## config.mk

```make
export PLATFORM = sky130hd
export DESIGN_NAME = compass_heading_to_seven_segment_flat
export DESIGN_NICKNAME = d
export VERILOG_FILES = /design/src/rtl/core/chss_pkg.sv /design/src/rtl/core/chss_if.sv /design/src/rtl/core/chss_cordic_stage.sv /design/src/rtl/core/compass_heading_to_seven_segment.sv /design/src/flat_wrapper.sv
export SDC_FILE = /design/constraint.sdc
export NUM_CORES = 2
export LEC_CHECK = 0
export BUFFER_PORTS_ARGS = -buffer_cell sky130_fd_sc_hd__clkbuf_2
export CORE_ASPECT_RATIO = 0.75
export CORE_MARGIN = 2
export CORE_UTILIZATION = 53
export DETAILED_ROUTE_END_ITERATION = 6
export PLACE_DENSITY = 0.68
export SYNTH_ARGS = -nofsm -noshare
export SYNTH_HDL_FRONTEND = slang
export SYNTH_SLANG_ARGS = --single-unit
```

## constraint.sdc

```tcl
create_clock -name clk -period 42.9 [get_ports clk]
set_input_delay 4.29 -clock clk [delete_from_list [all_inputs] [get_ports clk]]
set_output_delay 4.29 -clock clk [all_outputs]
set_load 0.01 [all_outputs]
```

## src/rtl/core/chss_pkg.sv

```systemverilog
// ----------------------------------------------------------------------------
// chss_pkg
// Types and constant tables for the compass heading block.
// ----------------------------------------------------------------------------
`default_nettype none

package chss_pkg;

  localparam int SAMPLE_W = 16;
  localparam int FRAC_W   = 16;
  localparam int XW       = 36;   // CORDIC x/y datapath width
  localparam int ZW       = 27;   // angle accumulator, degrees Q16
  localparam int HEAD_W   = 9;
  localparam int TABLE_LEN = 24;

  localparam logic [SAMPLE_W-1:0] Y_OFFSET_RST = 16'd500;

  localparam logic [HEAD_W-1:0] DEG_0   = 9'd0;
  localparam logic [HEAD_W-1:0] DEG_90  = 9'd90;
  localparam logic [HEAD_W-1:0] DEG_179 = 9'd179;
  localparam logic [HEAD_W-1:0] DEG_180 = 9'd180;
  localparam logic [HEAD_W-1:0] DEG_270 = 9'd270;
  localparam logic [HEAD_W-1:0] DEG_359 = 9'd359;

  localparam logic signed [ZW-1:0] Z_PLUS_90  = 27'sd5898240;
  localparam logic signed [ZW-1:0] Z_MINUS_90 = -27'sd5898240;
  localparam logic signed [ZW-1:0] Z_360      = 27'sd23592960;

  localparam logic signed [ZW-1:0] ATAN_DEG_Q16 [TABLE_LEN] = '{
    27'sd2949120, 27'sd1740967, 27'sd919879, 27'sd466945,
    27'sd234379,  27'sd117304,  27'sd58666,  27'sd29335,
    27'sd14668,   27'sd7334,    27'sd3667,   27'sd1833,
    27'sd917,     27'sd458,     27'sd229,    27'sd115,
    27'sd57,      27'sd29,      27'sd14,     27'sd7,
    27'sd4,       27'sd2,       27'sd1,      27'sd0
  };

  localparam logic [6:0] SEG_TABLE [10] = '{
    7'h40, 7'h79, 7'h24, 7'h30, 7'h19, 7'h12, 7'h02, 7'h78, 7'h00, 7'h10
  };

  typedef struct packed {
    logic                  valid;
    logic                  axis;      // exact axis case, heading in axis_deg
    logic [HEAD_W-1:0]     axis_deg;
    logic                  y_pos;
    logic signed [XW-1:0]  cx;
    logic signed [XW-1:0]  cy;
    logic signed [ZW-1:0]  z;
  } chss_vec_t;

endpackage

`default_nettype wire

```

## src/rtl/core/chss_if.sv

```systemverilog
// ----------------------------------------------------------------------------
// chss interfaces
// Valid/ready channels for samples, results and the offset register write.
// ----------------------------------------------------------------------------
`default_nettype none

interface chss_in_if;
  logic                        valid;
  logic                        ready;
  logic signed [15:0]          x_sample;
  logic signed [15:0]          y_sample;
  modport source (output valid, output x_sample, output y_sample, input ready);
  modport sink   (input valid, input x_sample, input y_sample, output ready);
endinterface

interface chss_out_if;
  logic       valid;
  logic       ready;
  logic [8:0] heading_degrees;
  logic [1:0] hundreds_digit;
  logic [3:0] tens_digit;
  logic [3:0] ones_digit;
  logic [6:0] segment_pins;
  modport source (output valid, output heading_degrees, output hundreds_digit,
                  output tens_digit, output ones_digit, output segment_pins,
                  input ready);
  modport sink   (input valid, input heading_degrees, input hundreds_digit,
                  input tens_digit, input ones_digit, input segment_pins,
                  output ready);
endinterface

interface chss_cfg_if;
  logic               valid;
  logic               ready;
  logic signed [15:0] data;
  modport source (output valid, output data, input ready);
  modport sink   (input valid, input data, output ready);
endinterface

`default_nettype wire

```

## src/rtl/core/chss_cordic_stage.sv

```systemverilog
// ----------------------------------------------------------------------------
// chss_cordic_stage
// One registered vectoring CORDIC micro-rotation at a fixed step index.
// ----------------------------------------------------------------------------
`default_nettype none

module chss_cordic_stage #(
  parameter int STEP = 0
) (
  input  wire                 clk,
  input  wire                 rst_n,
  input  wire                 en,
  input  chss_pkg::chss_vec_t vec_i,
  output chss_pkg::chss_vec_t vec_o
);

  chss_pkg::chss_vec_t vec_r;
  chss_pkg::chss_vec_t vec_nxt;
  logic signed [chss_pkg::XW-1:0] sx;
  logic signed [chss_pkg::XW-1:0] sy;

  always_comb begin
    sx      = vec_i.cx >>> STEP;
    sy      = vec_i.cy >>> STEP;
    vec_nxt = vec_i;
    if (vec_i.cy >= 0) begin
      vec_nxt.cx = vec_i.cx + sy;
      vec_nxt.cy = vec_i.cy - sx;
      vec_nxt.z  = vec_i.z + chss_pkg::ATAN_DEG_Q16[STEP];
    end else begin
      vec_nxt.cx = vec_i.cx - sy;
      vec_nxt.cy = vec_i.cy + sx;
      vec_nxt.z  = vec_i.z - chss_pkg::ATAN_DEG_Q16[STEP];
    end
  end

  always_ff @(posedge clk) begin
    if (!rst_n) begin
      vec_r.valid <= 1'b0;
    end else if (en) begin
      vec_r <= vec_nxt;
    end
  end

  assign vec_o = vec_r;

endmodule

`default_nettype wire

```

## src/rtl/core/compass_heading_to_seven_segment.sv

```systemverilog
// ----------------------------------------------------------------------------
// compass_heading_to_seven_segment
// Pipelined CORDIC atan2 compass heading with decimal digits and segments.
//
//   channel   dir  payload                                        handshake
//   in_chan   in   x_sample, y_sample (s16)                       valid/ready
//   out_chan  out  heading_degrees, 3 digits, segment_pins        valid/ready
//   cfg_chan  in   data = y_offset (s16), always ready            valid/ready
//
// One sample per cycle while out_chan is not stalled; registered stages are the
// input stage, one stage per CORDIC step, the heading stage and the digit stage.
// rst_n clears stage valid bits and loads y_offset with 500.
// The whole pipeline holds while a result waits on out_chan.ready.
// ----------------------------------------------------------------------------
`default_nettype none

module compass_heading_to_seven_segment #(
  parameter int CORDIC_STEPS = 16
) (
  input  wire        clk,
  input  wire        rst_n,
  chss_in_if.sink    in_chan,
  chss_out_if.source out_chan,
  chss_cfg_if.sink   cfg_chan
);

  logic                           adv;
  logic signed [15:0]             y_offset_r;
  logic signed [15:0]             ysum;
  logic signed [15:0]             xs;
  chss_pkg::chss_vec_t            vec0_nxt;
  chss_pkg::chss_vec_t            stg0_r;
  chss_pkg::chss_vec_t            stg [CORDIC_STEPS+1];
  chss_pkg::chss_vec_t            fin;

  logic                           hv_r;
  logic [chss_pkg::HEAD_W-1:0]    h_r;
  logic [chss_pkg::HEAD_W-1:0]    h_nxt;
  logic signed [chss_pkg::ZW-1:0] zw;
  logic signed [10:0]             hq;

  logic                           ov_r;
  logic [8:0]                     head_r;
  logic [1:0]                     hund_r;
  logic [3:0]                     tens_r;
  logic [3:0]                     ones_r;
  logic [6:0]                     seg_r;
  logic [1:0]                     hund_nxt;
  logic [6:0]                     rem;
  logic [14:0]                    prod;
  logic [3:0]                     tens_nxt;
  logic [3:0]                     ones_nxt;

  assign adv          = !ov_r || out_chan.ready;
  assign in_chan.ready = adv;
  assign cfg_chan.ready = 1'b1;

  always_ff @(posedge clk) begin
    if (!rst_n) begin
      y_offset_r <= chss_pkg::Y_OFFSET_RST;
    end else if (cfg_chan.valid) begin
      y_offset_r <= cfg_chan.data;
    end
  end

  // input stage: offset, axis cases, quadrant pre-rotation
  always_comb begin
    xs   = in_chan.x_sample;
    ysum = in_chan.y_sample + y_offset_r;
    vec0_nxt.valid    = in_chan.valid;
    vec0_nxt.axis     = (ysum == 16'sd0) || (xs == 16'sd0);
    vec0_nxt.y_pos    = ysum > 16'sd0;
    vec0_nxt.axis_deg = chss_pkg::DEG_0;
    if (ysum == 16'sd0) begin
      vec0_nxt.axis_deg = (xs < 16'sd0) ? chss_pkg::DEG_180 : chss_pkg::DEG_0;
    end else if (xs == 16'sd0) begin
      vec0_nxt.axis_deg = (ysum > 16'sd0) ? chss_pkg::DEG_90 : chss_pkg::DEG_270;
    end
    vec0_nxt.cx = {{(chss_pkg::XW-chss_pkg::SAMPLE_W-chss_pkg::FRAC_W){xs[15]}},
                   xs, {chss_pkg::FRAC_W{1'b0}}};
    vec0_nxt.cy = {{(chss_pkg::XW-chss_pkg::SAMPLE_W-chss_pkg::FRAC_W){ysum[15]}},
                   ysum, {chss_pkg::FRAC_W{1'b0}}};
    vec0_nxt.z  = '0;
    if (xs < 16'sd0) begin
      if (ysum > 16'sd0) begin
        vec0_nxt.cx = {{(chss_pkg::XW-chss_pkg::SAMPLE_W-chss_pkg::FRAC_W){ysum[15]}},
                       ysum, {chss_pkg::FRAC_W{1'b0}}};
        vec0_nxt.cy = -{{(chss_pkg::XW-chss_pkg::SAMPLE_W-chss_pkg::FRAC_W){xs[15]}},
                        xs, {chss_pkg::FRAC_W{1'b0}}};
        vec0_nxt.z  = chss_pkg::Z_PLUS_90;
      end else begin
        vec0_nxt.cx = -{{(chss_pkg::XW-chss_pkg::SAMPLE_W-chss_pkg::FRAC_W){ysum[15]}},
                        ysum, {chss_pkg::FRAC_W{1'b0}}};
        vec0_nxt.cy = {{(chss_pkg::XW-chss_pkg::SAMPLE_W-chss_pkg::FRAC_W){xs[15]}},
                       xs, {chss_pkg::FRAC_W{1'b0}}};
        vec0_nxt.z  = chss_pkg::Z_MINUS_90;
      end
    end
  end

  always_ff @(posedge clk) begin
    if (!rst_n) begin
      stg0_r.valid <= 1'b0;
    end else if (adv) begin
      stg0_r <= vec0_nxt;
    end
  end

  assign stg[0] = stg0_r;

  for (genvar k = 0; k < CORDIC_STEPS; k++) begin : g_step
    chss_cordic_stage #(
      .STEP (k)
    ) u_stage (
      .clk   (clk),
      .rst_n (rst_n),
      .en    (adv),
      .vec_i (stg[k]),
      .vec_o (stg[k+1])
    );
  end

  assign fin = stg[CORDIC_STEPS];

  // heading stage: floor, wrap lower half, clamp
  always_comb begin
    zw    = fin.y_pos ? fin.z : (fin.z + chss_pkg::Z_360);
    hq    = zw[chss_pkg::ZW-1:chss_pkg::FRAC_W];
    h_nxt = hq[8:0];
    if (fin.axis) begin
      h_nxt = fin.axis_deg;
    end else if (fin.y_pos) begin
      if (hq < 11'sd0) begin
        h_nxt = chss_pkg::DEG_0;
      end else if (hq > 11'sd179) begin
        h_nxt = chss_pkg::DEG_179;
      end
    end else begin
      if (hq < 11'sd180) begin
        h_nxt = chss_pkg::DEG_180;
      end else if (hq > 11'sd359) begin
        h_nxt = chss_pkg::DEG_359;
      end
    end
  end

  always_ff @(posedge clk) begin
    if (!rst_n) begin
      hv_r <= 1'b0;
    end else if (adv) begin
      hv_r <= fin.valid;
    end
  end

  always_ff @(posedge clk) begin
    if (adv) begin
      h_r <= h_nxt;
    end
  end

  // digit stage: tens by reciprocal multiply (205 / 2048, exact below 100)
  always_comb begin
    if (h_r >= 9'd300) begin
      hund_nxt = 2'd3;
      rem      = 7'(h_r - 9'd300);
    end else if (h_r >= 9'd200) begin
      hund_nxt = 2'd2;
      rem      = 7'(h_r - 9'd200);
    end else if (h_r >= 9'd100) begin
      hund_nxt = 2'd1;
      rem      = 7'(h_r - 9'd100);
    end else begin
      hund_nxt = 2'd0;
      rem      = h_r[6:0];
    end
    prod     = {8'd0, rem} * 15'd205;
    tens_nxt = prod[14:11];
    ones_nxt = 4'(rem - 7'(tens_nxt) * 7'd10);
  end

  always_ff @(posedge clk) begin
    if (!rst_n) begin
      ov_r <= 1'b0;
    end else if (adv) begin
      ov_r <= hv_r;
    end
  end

  always_ff @(posedge clk) begin
    if (adv) begin
      head_r <= h_r;
      hund_r <= hund_nxt;
      tens_r <= tens_nxt;
      ones_r <= ones_nxt;
      seg_r  <= chss_pkg::SEG_TABLE[ones_nxt];
    end
  end

  assign out_chan.valid           = ov_r;
  assign out_chan.heading_degrees = head_r;
  assign out_chan.hundreds_digit  = hund_r;
  assign out_chan.tens_digit      = tens_r;
  assign out_chan.ones_digit      = ones_r;
  assign out_chan.segment_pins    = seg_r;

endmodule

`default_nettype wire

```

## src/flat_wrapper.sv

```systemverilog
// flat-port wrapper written by rule: the top's interface ports become plain ports
module compass_heading_to_seven_segment_flat 
#(
  parameter int CORDIC_STEPS = 16
)
  (clk, rst_n, in_chan_valid, in_chan_x_sample, in_chan_y_sample, in_chan_ready, out_chan_valid, out_chan_heading_degrees, out_chan_hundreds_digit, out_chan_tens_digit, out_chan_ones_digit, out_chan_segment_pins, out_chan_ready, cfg_chan_valid, cfg_chan_data, cfg_chan_ready);
  chss_in_if in_chan_i ();
  chss_out_if out_chan_i ();
  chss_cfg_if cfg_chan_i ();
  input  wire clk;
  input  wire rst_n;
  input wire logic [$bits(in_chan_i.valid)-1:0] in_chan_valid;
  input wire logic [$bits(in_chan_i.x_sample)-1:0] in_chan_x_sample;
  input wire logic [$bits(in_chan_i.y_sample)-1:0] in_chan_y_sample;
  output wire logic [$bits(in_chan_i.ready)-1:0] in_chan_ready;
  output wire logic [$bits(out_chan_i.valid)-1:0] out_chan_valid;
  output wire logic [$bits(out_chan_i.heading_degrees)-1:0] out_chan_heading_degrees;
  output wire logic [$bits(out_chan_i.hundreds_digit)-1:0] out_chan_hundreds_digit;
  output wire logic [$bits(out_chan_i.tens_digit)-1:0] out_chan_tens_digit;
  output wire logic [$bits(out_chan_i.ones_digit)-1:0] out_chan_ones_digit;
  output wire logic [$bits(out_chan_i.segment_pins)-1:0] out_chan_segment_pins;
  input wire logic [$bits(out_chan_i.ready)-1:0] out_chan_ready;
  input wire logic [$bits(cfg_chan_i.valid)-1:0] cfg_chan_valid;
  input wire logic [$bits(cfg_chan_i.data)-1:0] cfg_chan_data;
  output wire logic [$bits(cfg_chan_i.ready)-1:0] cfg_chan_ready;
  assign in_chan_i.valid = in_chan_valid;
  assign in_chan_i.x_sample = in_chan_x_sample;
  assign in_chan_i.y_sample = in_chan_y_sample;
  assign in_chan_ready = in_chan_i.ready;
  assign out_chan_valid = out_chan_i.valid;
  assign out_chan_heading_degrees = out_chan_i.heading_degrees;
  assign out_chan_hundreds_digit = out_chan_i.hundreds_digit;
  assign out_chan_tens_digit = out_chan_i.tens_digit;
  assign out_chan_ones_digit = out_chan_i.ones_digit;
  assign out_chan_segment_pins = out_chan_i.segment_pins;
  assign out_chan_i.ready = out_chan_ready;
  assign cfg_chan_i.valid = cfg_chan_valid;
  assign cfg_chan_i.data = cfg_chan_data;
  assign cfg_chan_ready = cfg_chan_i.ready;
  compass_heading_to_seven_segment #(.CORDIC_STEPS(CORDIC_STEPS)) u_core (.clk(clk), .rst_n(rst_n), .in_chan(in_chan_i), .out_chan(out_chan_i), .cfg_chan(cfg_chan_i));
endmodule
```

==> qor.yml <==
timing:
  clock.fmax_ghz: 0.102
  fin_tns_setup_ns: 0
  rsz0062_at_grt: "no"
  period_minus_slack_ns: 9.83
  relSlewSlack_pct: 25.1
  maxSlewViolCount: 0
  hold_viol: 0
  setup_slack_ns: 33.07
  skew_ns: 0.0609
  tightest_slew_ns: 1.12
  period_share_pct: 22.9
  setup_viol: 0
die:
  die_x_um: 546
  die_area_um2: 224000
  io_pins: 82
  num_rows: 149
  coreArea_um2: 219000
  die_y_um: 410
  initial_core_util_pct: 53.2
global_routing:
  track_usage_pct: 24.9
  grt-ovfl-total: 0
  first_global_vias: 84800
  grt_antenna_before_repair: 9
  grt_max_degree: 191
  grt_pass1_wl_mm: 458
placement:
  place_congestion: 0.928
  dp_hpwl_mm: 221
  io_buffers: 80
  place_ws_ns: 33.02
finish:
  drive_above_1_share_pct: 4.32
  nets: 13300
  antennaDiodeCount: 0
  areaGrowthSynthToFinish_pct: 8.11
critical_path:
  path_buf_inv: 5
  end_kind: "output port"
  path_max_fanout: 43
  crit_family: "buffers and inverters"
  cp_cell_sequence: "clkbuf_2 > nor2b_1 > buf_4 > inv_2 > buf_4 > clkbuf_2"
  crit_slowest_cell: "buf_4"
  criticalPathCategory: "in2out"
  worstPathRequired_ns: 38.61
  crit_path_start_kind: "input port"
  arrival_ns: 5.54
  cpPeakStageDelay_ns: 0.48
clocking:
  cts.clk_slew.worst_paths_ns: 0.06
  clk_latency_ns: 0.85
  post_cts_resized: 0
  cts_buffers: 170
  postCtsSetupBuffers: 0
  cts_tree: "built"
  h-tree-depth: 4
  clock_path_buffers: 4
  ctsHoldBuffers: 0
  clockRootBuffer: "clkbuf_16"
  cts_num_sinks: 1486
logic_synthesis:
  ys_warn_count: 0
  netlist_instances: 11700
  syn_area_um2: 117000
  yosysUniqueCellTypes: 90
  synth.largest_area_cell: "edfxtp_1"
  synth_top_area_share_pct: 37.4
  synth-async-reset-ratio_pct: 0
  ys_seq_area_share_pct: 38.0
  synth.avg_cell_area_um2: 9.95
  synth_edf_count: 1451
  synth_area_leaders: "edfxtp_1 (37%), ha_1 (14%), xnor2_1 (8.4%), xor2_1 (4.4%), a21oi_1 (4.0%)"
  ys_ff_latch: 1486
  synth_ff_type: "edfxtp_1"
run:
  max_cap_violations: 0
worst_hold_path:
  min_path_type: "reg2reg"
routing:
  drc: 0
  routed_wl_mm: 285
  post_drt_wl_per_cell_um: 19.1
  vias: 89700
  ant_nets: 0
  vias_per_cell: 5.99
  dr.pass1.iters: 7
  drt_iter0_drc: 7967
status:
  outcome: "completed"
-- state kept, by name (all words and copies together), names as in the netlist, 2 cells and up --
name,flops
u_core.out_chan.heading_degrees,8
u_core.out_chan.tens_digit,4
u_core.out_chan.hundreds_digit,2
u_core.stg,52
u_core.out_chan.segment_pins,7
u_core.out_chan.ones_digit,4
u_core.h_r,9
u_core.g_step.u_stage.vec_o,1382
u_core.y_offset_r,16
-- routing by layer --
layer  vias to the layer above  track usage [%]  wire, um  part of all wire [%]
li1                      44100                -         -                     -
met1                     42700             38.0    141000                    49
met2                      2549             37.3    119000                    42
met3                       348             3.69     19900                   7.0
met4                        10             4.68      4690                   1.6
met5                         -                0        62                 0.022
-- cell usage in the layout (no fill, tap or decap), types with 161 or more instances in the layout --
cell type     n
ha_1       1328
nor2_1      821
inv_1       488
xnor2_1    1124
o21bai_1    161
nand2_1     700
a21oi_1     942
or3_1       174
nand2b_1    199
o21a_1      190
a21o_1      448
clkbuf_16   170
xor2_1      587
nor3_1      249
o21ai_0     725
nand3_1     202
o31ai_1     199
edfxtp_1   1451
-- logic make-up after synthesis --
family / synth area share (%)
buffers and inverters: 2.18
multiplexers: 0.488
adder cells (fa/ha/maj): 15.0
AO/OA/AOI/OAI: 18.7
other: 0.00644
AND/OR/NAND/NOR: 12.8
XOR/XNOR: 12.9
flip-flops: 38.0
-- worst register-to-register path, delay by kind of cell, from the launching register on --
family | cells | cell delay [ns]
buffers and inverters | 4 | 0.46
and+or+nand+nor | 4 | 0.62
adders and majority gates | 7 | 2.52
AOI/OAI and AO/OA | 9 | 2.19
xor gates and xnor gates | 4 | 1.18
DFF | 1 | 0.61
-- path summary, 6_finish.rpt --
check | slack (ns) | start | cells past startpoint | end
min | 0.41 | u_core.g_step[13].u_stage.vec_o[103] | 0 | u_core.g_step[14].u_stage.vec_o[103]
max | 33.07 | out_chan_ready | 6 | in_chan_ready
min reg2reg | 0.41 | u_core.g_step[13].u_stage.vec_o[103] | 0 | u_core.g_step[14].u_stage.vec_o[103]
max reg2reg | 35.08 | u_core.h_r[4] | 28 | u_core.out_chan.segment_pins[1]
-- stage by stage --
step / util (%) / instances / hold WS (ns) / area, um^2
3_5_place_dp: 55.1 / 14700 / 0.405 / 121000
2_1_floorplan: - / 11800 / 0.400 / 117000
5_1_grt: 57.5 / 15000 / 0.423 / 126000
4_1_cts: 57.5 / 15000 / 0.416 / 126000
3_3_place_gp: 55.1 / 14700 / 0.402 / 121000
6_report: 57.5 / 15000 / 0.413 / 126000
-- cell type report --
cell class / count / area [um^2]
clock buffers: 192 / 4340
clock inverters: 98 / 1060
fillers: 18700 / 93100
inverters: 491 / 1840
multi-input cells: 9643 / 70100
flip-flops and latches: 1486 / 44300
well taps: 2944 / 3680
repair buffers: 123 / 773
-- synth_stat cells (50+ instances only) --
master    number
a211oi_1      89
a21o_1       448
a21oi_1      942
a31oi_1       76
and2_1        50
and3_1       100
clkbuf_1     157
edfxtp_1    1451
ha_1        1328
inv_1        489
nand2_1      700
nand2b_1     199
nand3_1      202
nand4_1       65
nor2_1       821
nor2b_1      154
nor3_1       249
nor4_1        72
o211ai_1      51
o21a_1       190
o21ai_0      725
o21bai_1     161
o31ai_1      199
o41ai_1       96
or2_2         78
or3_1        174
or4_1        107
xnor2_1     1124
xor2_1       587
Power is left out: the tool's default activity adds up to more than one toggle a clock period on the data nets, which glitch-free logic cannot reach.
